==> src/hdl/pfcd_pkg.sv <==
// ----------------------------------------------------------------------------
// pfcd_pkg
// Sizes, operation codes and the operation record of the flash command decoder.
// ----------------------------------------------------------------------------
package pfcd_pkg;

    // Geometry; bank and sector sizes are powers of two.
    localparam int BANK_BYTES   = 65536;
    localparam int SECTOR_BYTES = 4096;
    localparam int NUM_BANKS    = 2;
    localparam int ARRAY_BYTES  = BANK_BYTES * NUM_BANKS;

    localparam int ADDR_W   = 16;
    localparam int DATA_W   = 8;
    localparam int ID_W     = 16;
    localparam int BANK_AW  = $clog2(BANK_BYTES);
    localparam int ARRAY_AW = $clog2(ARRAY_BYTES);

    // A sector erase never reaches past the end of its bank.
    localparam int ERASE_SPAN = (SECTOR_BYTES < BANK_BYTES) ? SECTOR_BYTES : BANK_BYTES;
    localparam logic [ARRAY_AW-1:0] ERASE_MASK = ARRAY_AW'(ERASE_SPAN - 1);
    localparam logic [ARRAY_AW-1:0] ARRAY_LAST = ARRAY_AW'(ARRAY_BYTES - 1);

    // Configuration port
    localparam int CFG_IDX_W  = 1;
    localparam int CFG_DATA_W = 16;
    localparam logic [CFG_IDX_W-1:0] CFG_EXTENDED_MODE = 1'b0;
    localparam logic [CFG_IDX_W-1:0] CFG_DEVICE_ID     = 1'b1;

    // Queue depths (powers of two)
    localparam int OP_DEPTH      = 2;
    localparam int OUT_DEPTH     = 4;
    localparam int MAX_IN_FLIGHT = OP_DEPTH + OUT_DEPTH;

    typedef enum logic [2:0] {
        OP_READ,          // read the array at addr
        OP_RESULT,        // result byte carried in data
        OP_PROGRAM,       // array[addr] &= data
        OP_ERASE_SECTOR,  // erase the sector holding addr
        OP_ERASE_CHIP     // erase the whole array
    } t_op_kind;

    typedef struct packed {
        t_op_kind              kind;
        logic [ARRAY_AW-1:0]   addr;
        logic [DATA_W-1:0]     data;
    } t_op;

endpackage

==> src/hdl/pfcd_op_fifo.sv <==
// ----------------------------------------------------------------------------
// pfcd_op_fifo
// Short queue of classified operations between the command front end and
// the array engine.
// ----------------------------------------------------------------------------
module pfcd_op_fifo import pfcd_pkg::*; (
    input  logic i_clk,
    input  logic i_rst_n,
    input  logic i_push,
    input  t_op  i_op,
    output logic o_full,
    input  logic i_pop,
    output t_op  o_op,
    output logic o_empty
);

    localparam int PTR_W = (OP_DEPTH > 1) ? $clog2(OP_DEPTH) : 1;
    localparam int CNT_W = $clog2(OP_DEPTH + 1);

    t_op              r_buf [OP_DEPTH];
    logic [PTR_W-1:0] r_wr_ptr;
    logic [PTR_W-1:0] r_rd_ptr;
    logic [CNT_W-1:0] r_count;

    assign o_full  = (r_count == CNT_W'(OP_DEPTH));
    assign o_empty = (r_count == '0);
    assign o_op    = r_buf[r_rd_ptr];

    always_ff @(posedge i_clk) begin
        if (!i_rst_n) begin
            r_wr_ptr <= '0;
            r_rd_ptr <= '0;
            r_count  <= '0;
        end else begin
            if (i_push) begin
                r_wr_ptr <= r_wr_ptr + 1'b1;
            end
            if (i_pop) begin
                r_rd_ptr <= r_rd_ptr + 1'b1;
            end
            unique case ({i_push, i_pop})
                2'b10:   r_count <= r_count + 1'b1;
                2'b01:   r_count <= r_count - 1'b1;
                default: r_count <= r_count;
            endcase
        end
    end

    always_ff @(posedge i_clk) begin
        if (i_push) begin
            r_buf[r_wr_ptr] <= i_op;
        end
    end

endmodule

==> config.mk <==
export PLATFORM = sky130hd
export DESIGN_NAME = pfcd_op_fifo
export DESIGN_NICKNAME = d
export VERILOG_FILES = /design/src/hdl/pfcd_pkg.sv /design/src/hdl/pfcd_op_fifo.sv
export SDC_FILE = /design/constraint.sdc
export NUM_CORES = 1
export LEC_CHECK = 0
export ABC_CLOCK_PERIOD_IN_PS = 2500
export BUFFER_PORTS_ARGS = -buffer_cell sky130_fd_sc_hd__clkbuf_2
export CORE_MARGIN = 1
export CORE_UTILIZATION = 30
export CTS_BUF_LIST = sky130_fd_sc_hd__clkbuf_8
export CTS_CLUSTER_SIZE = 16
export DETAILED_ROUTE_END_ITERATION = 8
export PLACE_DENSITY = 0.54
export SLEW_MARGIN = 15
export SYNTH_ARGS = -nofsm -noshare
export SYNTH_HDL_FRONTEND = slang
export SYNTH_SLANG_ARGS = --single-unit
==> constraint.sdc <==
create_clock -name i_clk -period 2.5 [get_ports i_clk]
set_input_delay 0.25 -clock i_clk [delete_from_list [all_inputs] [get_ports i_clk]]
set_output_delay 0.25 -clock i_clk [all_outputs]
set_load 0.05 [all_outputs]
==> impl_metrics.yaml <==
status:
  status: "completed"
placement:
  port-buffer-count: 61
  place_ws_ns: 1.043
  gp_congestion: 0.6741
  hpwl_mm: 2.412
  place_inst: 270
  placed_cell_area_um2: 2693
sta:
  worst_slack_ns: 0.7132
  drv_slew: 0
  fin_skew_ns: 0.004538
  finalCritPeriodShare_pct: 71.47
  max_freq_ghz: 0.5597
  tightest_slew_ns: 0.5163
  setup_viol: 0
  rsz0062_at_grt: "false"
  post-route-min-period_ns: 1.787
  tns_ns: 0
  slew-limit-headroom_pct: 65.50
  hold_violations: 0
worst_setup_path:
  critical_path_required_ns: 2.25
  worstSetupPathType: "flop to output port"
  startpoint_type: "flop"
  critPathTopFamily: "buffers and inverters"
  crit_chain: "buf_4 -> mux2_2 -> clkbuf_2"
  cp.arrival_ns: 1.54
  crit_buf_inv: 2
  cp_slowest_cell: "mux2_2"
  max_stage_delay_ns: 0.38
  cp.depth: 3
  worstRegToRegCells: 2
  crit_fanout: 18
  critPathCaptureType: "output port"
yosys:
  syn-instance-count: 109
  syn_area_per_cell_um2: 20.47
  synth_fp_nets: 142
  syn_area_um2: 2231
  async_flop_share_pct: 0
  synth_sequential_area_ratio_pct: 79.87
  synth.top_cell.area_share_pct: 75.38
  synth.area.top_cells: "edfxtp_1, mux2_2, dfxtp_1, and2_1, xnor2_1"
  yosys_warnings: 0
  ys_types: 17
  synth_seq_cells: 61
  yosys.area.top_type: "edfxtp_1"
  synth_edf_count: 56
  post-synth-top-count-cell: "edfxtp_1"
  synthTopCellsByCount: "edfxtp_1, mux2_2, dfxtp_1"
  synth_ff_type: "edfxtp_1"
power:
  p_per_area_nw_per_um2: 837.2
  max-vdd-ir-drop_uv: 342.4
  p_leak_nw: 1.091
global_routing:
  overflow: 0
  grt_pass1_vias: 1188
  antenna_found_initial: 0
  grt_use_total_pct: 10.38
  grt_pass1_wl_mm: 5.547
  grt_max_degree: 29
floorplanning:
  die_h_um: 88.24
  fp.dieArea_um2: 7785
  num_rows: 31
  start_util_pct: 30.92
  io_pins: 62
  die_width_um: 88.24
  coreArea_um2: 7214
clock_tree:
  cts_hold_buf: 0
  clockBufferDepth: 2
  cts_setup_buffers: 0
  cts_resized: 0
  root_buffer: "clkbuf_8"
  cts-htree-levels: 3
  cts_made_buffers: 9
  clkTransAtPathRegs_ns: 0.07
  cts_tree: "yes"
  clkLatencyLatePin_ns: 0.33
  clkSinkCount: 61
cells_and_area:
  antenna_cells: 0
  register_area_um2: 1782
  multi_input_area_um2: 435.4
  layout-drive-gt1-share_pct: 58.82
  fin_nets: 215
  utilization_pct: 39.96
  layout.cells.non_filler: 286
  nFillCells: 714
  final_cell_area_um2: 2883
  areaGrowthSynthToFinish_pct: 29.22
routing:
  viasPerCell: 4.220
  wl_mm: 3.685
  vias: 1207
  drc: 0
  dr.pass1.iters: 6
  drtIter0Drc: 22
  wire_per_inst_um: 12.88
  final_antenna_net_count: 0
worst_hold_path:
  whs_path_depth: 1
  hp-class: "input pin to flop"
flow_run:
  cap_violations: 0
registers in the layout (all words and copies together) (netlist names), named ones only:
signal / cells
r_buf: 56
r_count: 2
r_wr_ptr: 1
r_rd_ptr: 1
report_power, final:
group	switching [mW]	internal, mW	leakage, nW
combinational	0.279	0.122	0.435
sequential	0.0161	1.18	0.567
clock	0.369	0.452	0.0887
worst register-to-register path, stage by stage, from the launching register on:
cell and delay [ns]:
dfxtp_1 0.34, nor2_4 0.44, buf_12 0.23
cell type report:
cell class                 count  area share (%)
clock inverter                 7           2.300
multi-input combinational     44           15.10
timing repair buffer          65           12.07
sequential                    61           61.81
inverter                       1          0.1302
tap                           99           4.297
clock buffer                   9           4.297
metal layers:
layer | routed length, µm | GRT usage (%) | up-vias
met5 | 0 | 0 | -
met1 | 1518 | 11.31 | 592
met4 | 93 | 8.358 | 0
met2 | 1861 | 16.43 | 38
met3 | 211 | 3.638 | 10
li1 | - | - | 567
placed cells by master (no fill, tap or decap), drive strengths merged, types with 2 or more instances in the layout:
cell type  synthesis  final
edfxtp            56     56
buf                3      4
mux2              28     28
clkinvlp           0      3
and2               4      4
dfxtp              5      5
clkbuf             0     70
xnor2              2      2
nor2               2      2
clkinv             0      3
cell families after synthesis:
logic type	count (synthesis)	share of synthesized area, %
adder cells (fa/ha/maj)	1	0.5608
XOR/XNOR	3	1.178
multiplexers	28	14.13
AND/OR/NAND/NOR	9	2.412
AO/OA/AOI/OAI	3	0.8974
buffers and inverters	4	0.9534
flip-flops	61	79.87
per-stage QoR:
stage | hold slack (ns) | total power [mW]
6_report | 0.1062 | 2.413
2_1_floorplan | 0.3489 | 1.513
3_5_place_dp | 0.4425 | 1.621
3_3_place_gp | 0.4406 | 1.619
5_1_grt | 0.07598 | 2.518
4_1_cts | 0.07825 | 2.458
path summary, 6_finish.rpt:
check                                 from     endpoint  slack [ns]
worst max-delay path                  flop     o_op[18]        0.71
worst min register to register  r_count[1]   r_count[1]        0.51
worst max register to register    r_wr_ptr  r_buf[0][7]        1.20
worst min-delay path               i_op[4]  r_buf[1][4]        0.11
Power figures use the tool's default switching activity.
