## config.mk

```make
export PLATFORM = sky130hd
export DESIGN_NAME = pfcd_front
export DESIGN_NICKNAME = d
export VERILOG_FILES = /design/src/hdl/pfcd_pkg.sv /design/src/hdl/pfcd_front.sv
export SDC_FILE = /design/constraint.sdc
export NUM_CORES = 1
export LEC_CHECK = 0
export ABC_AREA = 1
export BUFFER_PORTS_ARGS = -buffer_cell sky130_fd_sc_hd__buf_2
export CAP_MARGIN = 20
export CORE_UTILIZATION = 48
export CTS_BUF_LIST = sky130_fd_sc_hd__clkbuf_16
export DETAILED_ROUTE_END_ITERATION = 10
export GPL_ROUTABILITY_DRIVEN = 0
export PLACE_DENSITY = 0.81
export SLEW_MARGIN = 30
export SYNTH_ARGS = -nofsm -noshare
export SYNTH_HDL_FRONTEND = slang
export SYNTH_SLANG_ARGS = --single-unit
```

## constraint.sdc

```tcl
create_clock -name i_clk -period 1.51 [get_ports i_clk]
set_input_delay 0.302 -clock i_clk [delete_from_list [all_inputs] [get_ports i_clk]]
set_output_delay 0.302 -clock i_clk [all_outputs]
set_load 0.01 [all_outputs]
```

## src/hdl/pfcd_pkg.sv

```systemverilog
// ----------------------------------------------------------------------------
// pfcd_pkg
// Sizes, operation codes and the operation record of the flash command decoder.
// ----------------------------------------------------------------------------
package pfcd_pkg;

    // Geometry; bank and sector sizes are powers of two.
    localparam int BANK_BYTES   = 65536;
    localparam int SECTOR_BYTES = 4096;
    localparam int NUM_BANKS    = 2;
    localparam int ARRAY_BYTES  = BANK_BYTES * NUM_BANKS;

    localparam int ADDR_W   = 16;
    localparam int DATA_W   = 8;
    localparam int ID_W     = 16;
    localparam int BANK_AW  = $clog2(BANK_BYTES);
    localparam int ARRAY_AW = $clog2(ARRAY_BYTES);

    // A sector erase never reaches past the end of its bank.
    localparam int ERASE_SPAN = (SECTOR_BYTES < BANK_BYTES) ? SECTOR_BYTES : BANK_BYTES;
    localparam logic [ARRAY_AW-1:0] ERASE_MASK = ARRAY_AW'(ERASE_SPAN - 1);
    localparam logic [ARRAY_AW-1:0] ARRAY_LAST = ARRAY_AW'(ARRAY_BYTES - 1);

    // Configuration port
    localparam int CFG_IDX_W  = 1;
    localparam int CFG_DATA_W = 16;
    localparam logic [CFG_IDX_W-1:0] CFG_EXTENDED_MODE = 1'b0;
    localparam logic [CFG_IDX_W-1:0] CFG_DEVICE_ID     = 1'b1;

    // Queue depths (powers of two)
    localparam int OP_DEPTH      = 2;
    localparam int OUT_DEPTH     = 4;
    localparam int MAX_IN_FLIGHT = OP_DEPTH + OUT_DEPTH;

    typedef enum logic [2:0] {
        OP_READ,          // read the array at addr
        OP_RESULT,        // result byte carried in data
        OP_PROGRAM,       // array[addr] &= data
        OP_ERASE_SECTOR,  // erase the sector holding addr
        OP_ERASE_CHIP     // erase the whole array
    } t_op_kind;

    typedef struct packed {
        t_op_kind              kind;
        logic [ARRAY_AW-1:0]   addr;
        logic [DATA_W-1:0]     data;
    } t_op;

endpackage

```

## src/hdl/pfcd_front.sv

```systemverilog
// ----------------------------------------------------------------------------
// pfcd_front
// Bus access front end: holds the configuration and command state, tracks
// the unlock sequence and turns each access into one array operation.
// ----------------------------------------------------------------------------
module pfcd_front import pfcd_pkg::*; (
    input  logic                  i_clk,
    input  logic                  i_rst_n,
    // configuration
    input  logic                  i_cfg_we,
    input  logic [CFG_IDX_W-1:0]  i_cfg_index,
    input  logic [CFG_DATA_W-1:0] i_cfg_data,
    // bus accesses
    input  logic                  i_push,
    input  logic                  i_action,
    input  logic [ADDR_W-1:0]     i_address,
    input  logic [DATA_W-1:0]     i_write_data,
    output logic                  o_full,
    // downstream
    input  logic                  i_op_full,
    input  logic                  i_clearing,
    output logic                  o_op_push,
    output t_op                   o_op
);

    localparam logic [1:0] PH_IDLE   = 2'd0;
    localparam logic [1:0] PH_FIRST  = 2'd1;
    localparam logic [1:0] PH_SECOND = 2'd2;

    localparam logic [ADDR_W-1:0] UNLOCK1_ADDR  = 16'h5555;
    localparam logic [ADDR_W-1:0] UNLOCK2_ADDR  = 16'h2AAA;
    localparam logic [ADDR_W-1:0] ID_LOW_ADDR   = 16'h0000;
    localparam logic [ADDR_W-1:0] ID_HIGH_ADDR  = 16'h0001;
    localparam logic [ADDR_W-1:0] BANK_SEL_ADDR = 16'h0000;

    localparam logic [DATA_W-1:0] UNLOCK1_DATA     = 8'hAA;
    localparam logic [DATA_W-1:0] UNLOCK2_DATA     = 8'h55;
    localparam logic [DATA_W-1:0] CMD_ID_ENTER     = 8'h90;
    localparam logic [DATA_W-1:0] CMD_ID_EXIT      = 8'hF0;
    localparam logic [DATA_W-1:0] CMD_PROGRAM      = 8'hA0;
    localparam logic [DATA_W-1:0] CMD_BANK_SELECT  = 8'hB0;
    localparam logic [DATA_W-1:0] CMD_ERASE_SETUP  = 8'h80;
    localparam logic [DATA_W-1:0] CMD_ERASE_CHIP   = 8'h10;
    localparam logic [DATA_W-1:0] CMD_ERASE_SECTOR = 8'h30;

    logic              r_extended_mode;
    logic [ID_W-1:0]   r_device_id;
    logic [1:0]        r_phase;
    logic              r_id_mode;
    logic              r_program_armed;
    logic              r_erase_armed;
    logic              r_bank_armed;
    logic              r_current_bank;

    logic [1:0]        n_phase;
    logic              n_id_mode;
    logic              n_program_armed;
    logic              n_erase_armed;
    logic              n_bank_armed;
    logic              n_current_bank;

    logic                accept;
    logic                active_bank;
    logic [ARRAY_AW-1:0] mapped_addr;
    logic                bank_done;
    t_op_kind            op_kind;
    logic [DATA_W-1:0]   op_data;

    assign o_full = i_op_full | i_clearing;
    assign accept = i_push & ~o_full;

    // Bank 1 only exists with two banks and extended mode on.
    assign active_bank = r_extended_mode & r_current_bank & (NUM_BANKS > 1);
    assign mapped_addr = (ARRAY_AW'(active_bank) << BANK_AW)
                       | ARRAY_AW'(i_address[BANK_AW-1:0]);

    always_comb begin
        n_phase         = r_phase;
        n_id_mode       = r_id_mode;
        n_program_armed = r_program_armed;
        n_erase_armed   = r_erase_armed;
        n_bank_armed    = r_bank_armed;
        n_current_bank  = r_current_bank;
        op_kind         = OP_RESULT;
        op_data         = '0;
        bank_done       = 1'b0;

        if (!i_action) begin
            // reads drop the unlock progress but keep armed commands
            n_phase = PH_IDLE;
            if (r_id_mode && i_address == ID_LOW_ADDR) begin
                op_data = r_device_id[DATA_W-1:0];
            end else if (r_id_mode && i_address == ID_HIGH_ADDR) begin
                op_data = r_device_id[ID_W-1:DATA_W];
            end else begin
                op_kind = OP_READ;
            end
        end else if (r_program_armed) begin
            op_kind         = OP_PROGRAM;
            op_data         = i_write_data;
            n_program_armed = 1'b0;
            n_phase         = PH_IDLE;
        end else begin
            if (r_bank_armed) begin
                n_bank_armed = 1'b0;
                if (i_address == BANK_SEL_ADDR) begin
                    if (r_extended_mode) begin
                        n_current_bank = i_write_data[0];
                    end
                    n_phase   = PH_IDLE;
                    bank_done = 1'b1;
                end
            end
            if (!bank_done) begin
                priority if (i_address == UNLOCK1_ADDR && i_write_data == UNLOCK1_DATA
                             && r_phase != PH_SECOND) begin
                    n_phase = PH_FIRST;
                end else if (r_phase == PH_FIRST && i_address == UNLOCK2_ADDR
                             && i_write_data == UNLOCK2_DATA) begin
                    n_phase = PH_SECOND;
                end else if (r_phase == PH_SECOND) begin
                    // command step: any completed command drops the erase setup
                    n_phase       = PH_IDLE;
                    n_erase_armed = 1'b0;
                    if (r_erase_armed && i_write_data == CMD_ERASE_SECTOR) begin
                        op_kind = OP_ERASE_SECTOR;
                    end else if (i_address == UNLOCK1_ADDR) begin
                        if (r_erase_armed && i_write_data == CMD_ERASE_CHIP) begin
                            op_kind = OP_ERASE_CHIP;
                        end else begin
                            unique case (i_write_data)
                                CMD_ID_ENTER:    n_id_mode       = 1'b1;
                                CMD_ID_EXIT:     n_id_mode       = 1'b0;
                                CMD_PROGRAM:     n_program_armed = 1'b1;
                                CMD_BANK_SELECT: n_bank_armed    = 1'b1;
                                CMD_ERASE_SETUP: n_erase_armed   = 1'b1;
                                default:         ;
                            endcase
                        end
                    end
                end else begin
                    n_phase = PH_IDLE;
                end
            end
        end
    end

    assign o_op_push = accept;
    assign o_op.kind = op_kind;
    assign o_op.addr = mapped_addr;
    assign o_op.data = op_data;

    always_ff @(posedge i_clk) begin
        if (!i_rst_n) begin
            r_extended_mode <= 1'b1;
            r_device_id     <= '0;
            r_phase         <= PH_IDLE;
            r_id_mode       <= 1'b0;
            r_program_armed <= 1'b0;
            r_erase_armed   <= 1'b0;
            r_bank_armed    <= 1'b0;
            r_current_bank  <= 1'b0;
        end else begin
            if (i_cfg_we) begin
                unique case (i_cfg_index)
                    CFG_EXTENDED_MODE: r_extended_mode <= i_cfg_data[0];
                    CFG_DEVICE_ID:     r_device_id     <= i_cfg_data[ID_W-1:0];
                endcase
            end
            if (accept) begin
                r_phase         <= n_phase;
                r_id_mode       <= n_id_mode;
                r_program_armed <= n_program_armed;
                r_erase_armed   <= n_erase_armed;
                r_bank_armed    <= n_bank_armed;
                r_current_bank  <= n_current_bank;
            end
        end
    end

endmodule

```

==> flow_summary.json <==
{
  "p_leak_nw": 1.36,
  "fin_area_sq_um": 2740,
  "p_total_w": 0.00164,
  "stdcell_count": 452,
  "startpoint_type": "input pin",
  "grt_pass1_vias": 2083,
  "die_x_um": 63.3,
  "drt_iter0_drc": 122,
  "hpwl_mm": 4.05,
  "finalWirelength_mm": 5.88,
  "yosysWarnings": 0,
  "dr.pass1.iters": 4,
  "die-area_sq_um": 4000,
  "area_delta_synth_final_pct": 51.8,
  "violations": "setup timing",
  "vdd_drop_max_v": 0.000765,
  "required_ns": 1.21,
  "status": "finished, violations left",
  "drive_above_1_share_pct": 44.1,
  "final_nets": 456,
  "rsz0062_at_grt": "true",
  "end_kind": "output pin",
  "clk_pin_slew_ns": 0.06,
  "cap_viol_max_count": 0,
  "slew_headroom_pct": 74.4,
  "hp-class": "input pin to register",
  "rows": 21,
  "placed_cells": 441,
  "netlist_area_sq_um": 1800,
  "final_max_slew_viol_count": 0,
  "clock_skew_ns": 0.00267,
  "antenna_found_initial": 0,
  "drc": 0,
  "grt_usage_pct": 27.9,
  "hold_violations": 0,
  "core_sq_um": 3470,
  "synth_seq_cells": 24,
  "fp.dieH_um": 63.3,
  "clockRootBuffer": "clkbuf_16",
  "powerDensity_nw_per_um2": 601,
  "hp-start": "i_cfg_data[0]",
  "multi_input_area_sq_um": 1110,
  "synth-seq-area-share_pct": 26.7,
  "clock-sinks": 24,
  "syn_inst": 302,
  "tightest_slew_ns": 0.383,
  "ys_types": 27,
  "fmax_mhz": 555,
  "clockBufferDepth": 2,
  "antenna_left": 0,
  "synth.avg_cell_area_sq_um": 5.97,
  "cts_hold_buffers": 0,
  "grt_pass1_wl_mm": 8.86,
  "critPathMaxStageDelay_ns": 0.19,
  "io_buffers": 77,
  "period_share_pct": 119,
  "diodes": 0,
  "tritoncts": "done",
  "cp_cell_sequence": "buf_2 -> nor2_4 -> nand2_2 -> nor2_4 -> nand2_4 -> nor2_8 -> nand2_1 -> o21ai_1 -> nand2_1 -> o21ai_1 -> buf_2",
  "crit_start": "i_address[11]",
  "hold_ws_ns": 0.278,
  "period_minus_slack_ns": 1.80,
  "cts-buffers-inserted": 3,
  "criticalPathCategory": "input pin to output pin",
  "overflow": 0,
  "dpl_cell_area_sq_um": 2390,
  "crit_fanout": 8,
  "h-tree-depth": 1,
  "reg2reg_from": "r_phase[0]",
  "grt_max_degree": 22,
  "setup_viol": 11,
  "critPathSlowestCell": "nor2_4",
  "seq_area_sq_um": 482,
  "worstSkewPairLatency_ns": 0.25,
  "initial_core_util_pct": 51.9,
  "fin_ws_ns": -0.292,
  "ios": 78,
  "synthesis.nets": 350,
  "vias": 2308,
  "fill_cells": 270,
  "wl_per_cell_um": 13.0,
  "via_per_inst": 5.11,
  "arrival_ns": 1.50
}
-- worst max-delay path: cells and delay by family --
kind,cells,cell delay (ns)
AND/OR/NAND/NOR,7,0.71
buffers and inverters,2,0.29
AO/OA/AOI/OAI,2,0.19
-- through the flow --
step                      TNS [ns]  worst slack [ns]  utilization [%]
after CTS                    -2.61            -0.298             76.6
after global routing         -3.43            -0.348             78.9
after detailed placement     -3.08            -0.326             69.0
after global placement       -2.65            -0.272             69.0
after floorplan                  0            0.0521                -
final                        -2.70            -0.292             78.9
-- where the power goes --
group | switching (W) | leakage [nW] | internal, W
clock network | 0.000213 | 0.0370 | 0.000350
logic | 0.000207 | 1.12 | 0.000196
registers | 0.0000132 | 0.197 | 0.000663
-- cell usage in the layout, fill, tap and decap left out, types with 2 or more instances in the layout --
cell and n:
clkbuf_16 3, nand4_1 4, nor2_4 10, nand3_1 6
a21oi_1 14, nor3_1 2, o21ai_2 4, o21ai_1 12
buf_4 45, nor2_1 41, nor2_2 9, nand3_2 2
o21ai_0 19, nand3_4 2, nor3_2 2, nand2_1 69
inv_1 32, dfxtp_1 23, nand2_2 9, inv_2 11
buf_6 14, buf_2 62
-- worst paths after layout --
path / to / slack (ns) / depth (start not counted)
max: o_op[1] / -0.29 / 11
min: r_extended_mode / 0.28 / 3
max reg2reg: r_erase_armed / 0.12 / 11
min reg2reg: r_device_id[13] / 0.46 / 2
-- area by class of cell --
| type | instances | share of cell area, % |
|---|---|---|
| multi-input combinational | 212 | 40.8 |
| timing repair buffer | 123 | 30.7 |
| sequential | 24 | 17.6 |
| inverter | 44 | 6.04 |
| clock buffer | 3 | 2.74 |
| tap | 46 | 2.10 |
-- logic make-up after synthesis --
kind of cell | share of synthesized area, %
buffers and inverters | 17.4
AOI/OAI and AO/OA | 14.5
and+or+nand+nor | 41.5
DFF | 26.7
-- cells in the mapped netlist, drive strengths merged --
cell type,number,area (sq um)
a21oi,14,70.1
a22o,1,8.76
buf,18,133
clkbuf,4,15.0
clkinv,1,3.75
dfxtp,24,480
inv,43,161
nand2,79,314
nand3,10,72.6
nand4,4,25.0
nor2,61,288
nor3,5,35.0
nor4,1,6.26
o21ai,35,175
o31ai,1,7.51
or2,1,6.26
-- state kept, by name, indices dropped and copies added (netlist names) --
signal and flops:
r_device_id 16, r_phase 2, r_bank_armed 1, r_current_bank 1, r_erase_armed 1, r_extended_mode 1
r_id_mode 1, r_program_armed 1
-- layer usage --
metal	up-vias	wire, um	GRT usage, %
li1	1141	-	-
met1	1068	2400	33.4
met2	85	3100	52.0
met3	14	277	3.99
met4	0	108	6.25
met5	-	0	0
-- what timing repair did --
item	in CTS	in global routing
pin swaps	20	19
setup buffers	4	4
resized for setup	42	13
endpoints found under the setup margin	11	11
Power figures use the tool's default switching activity.
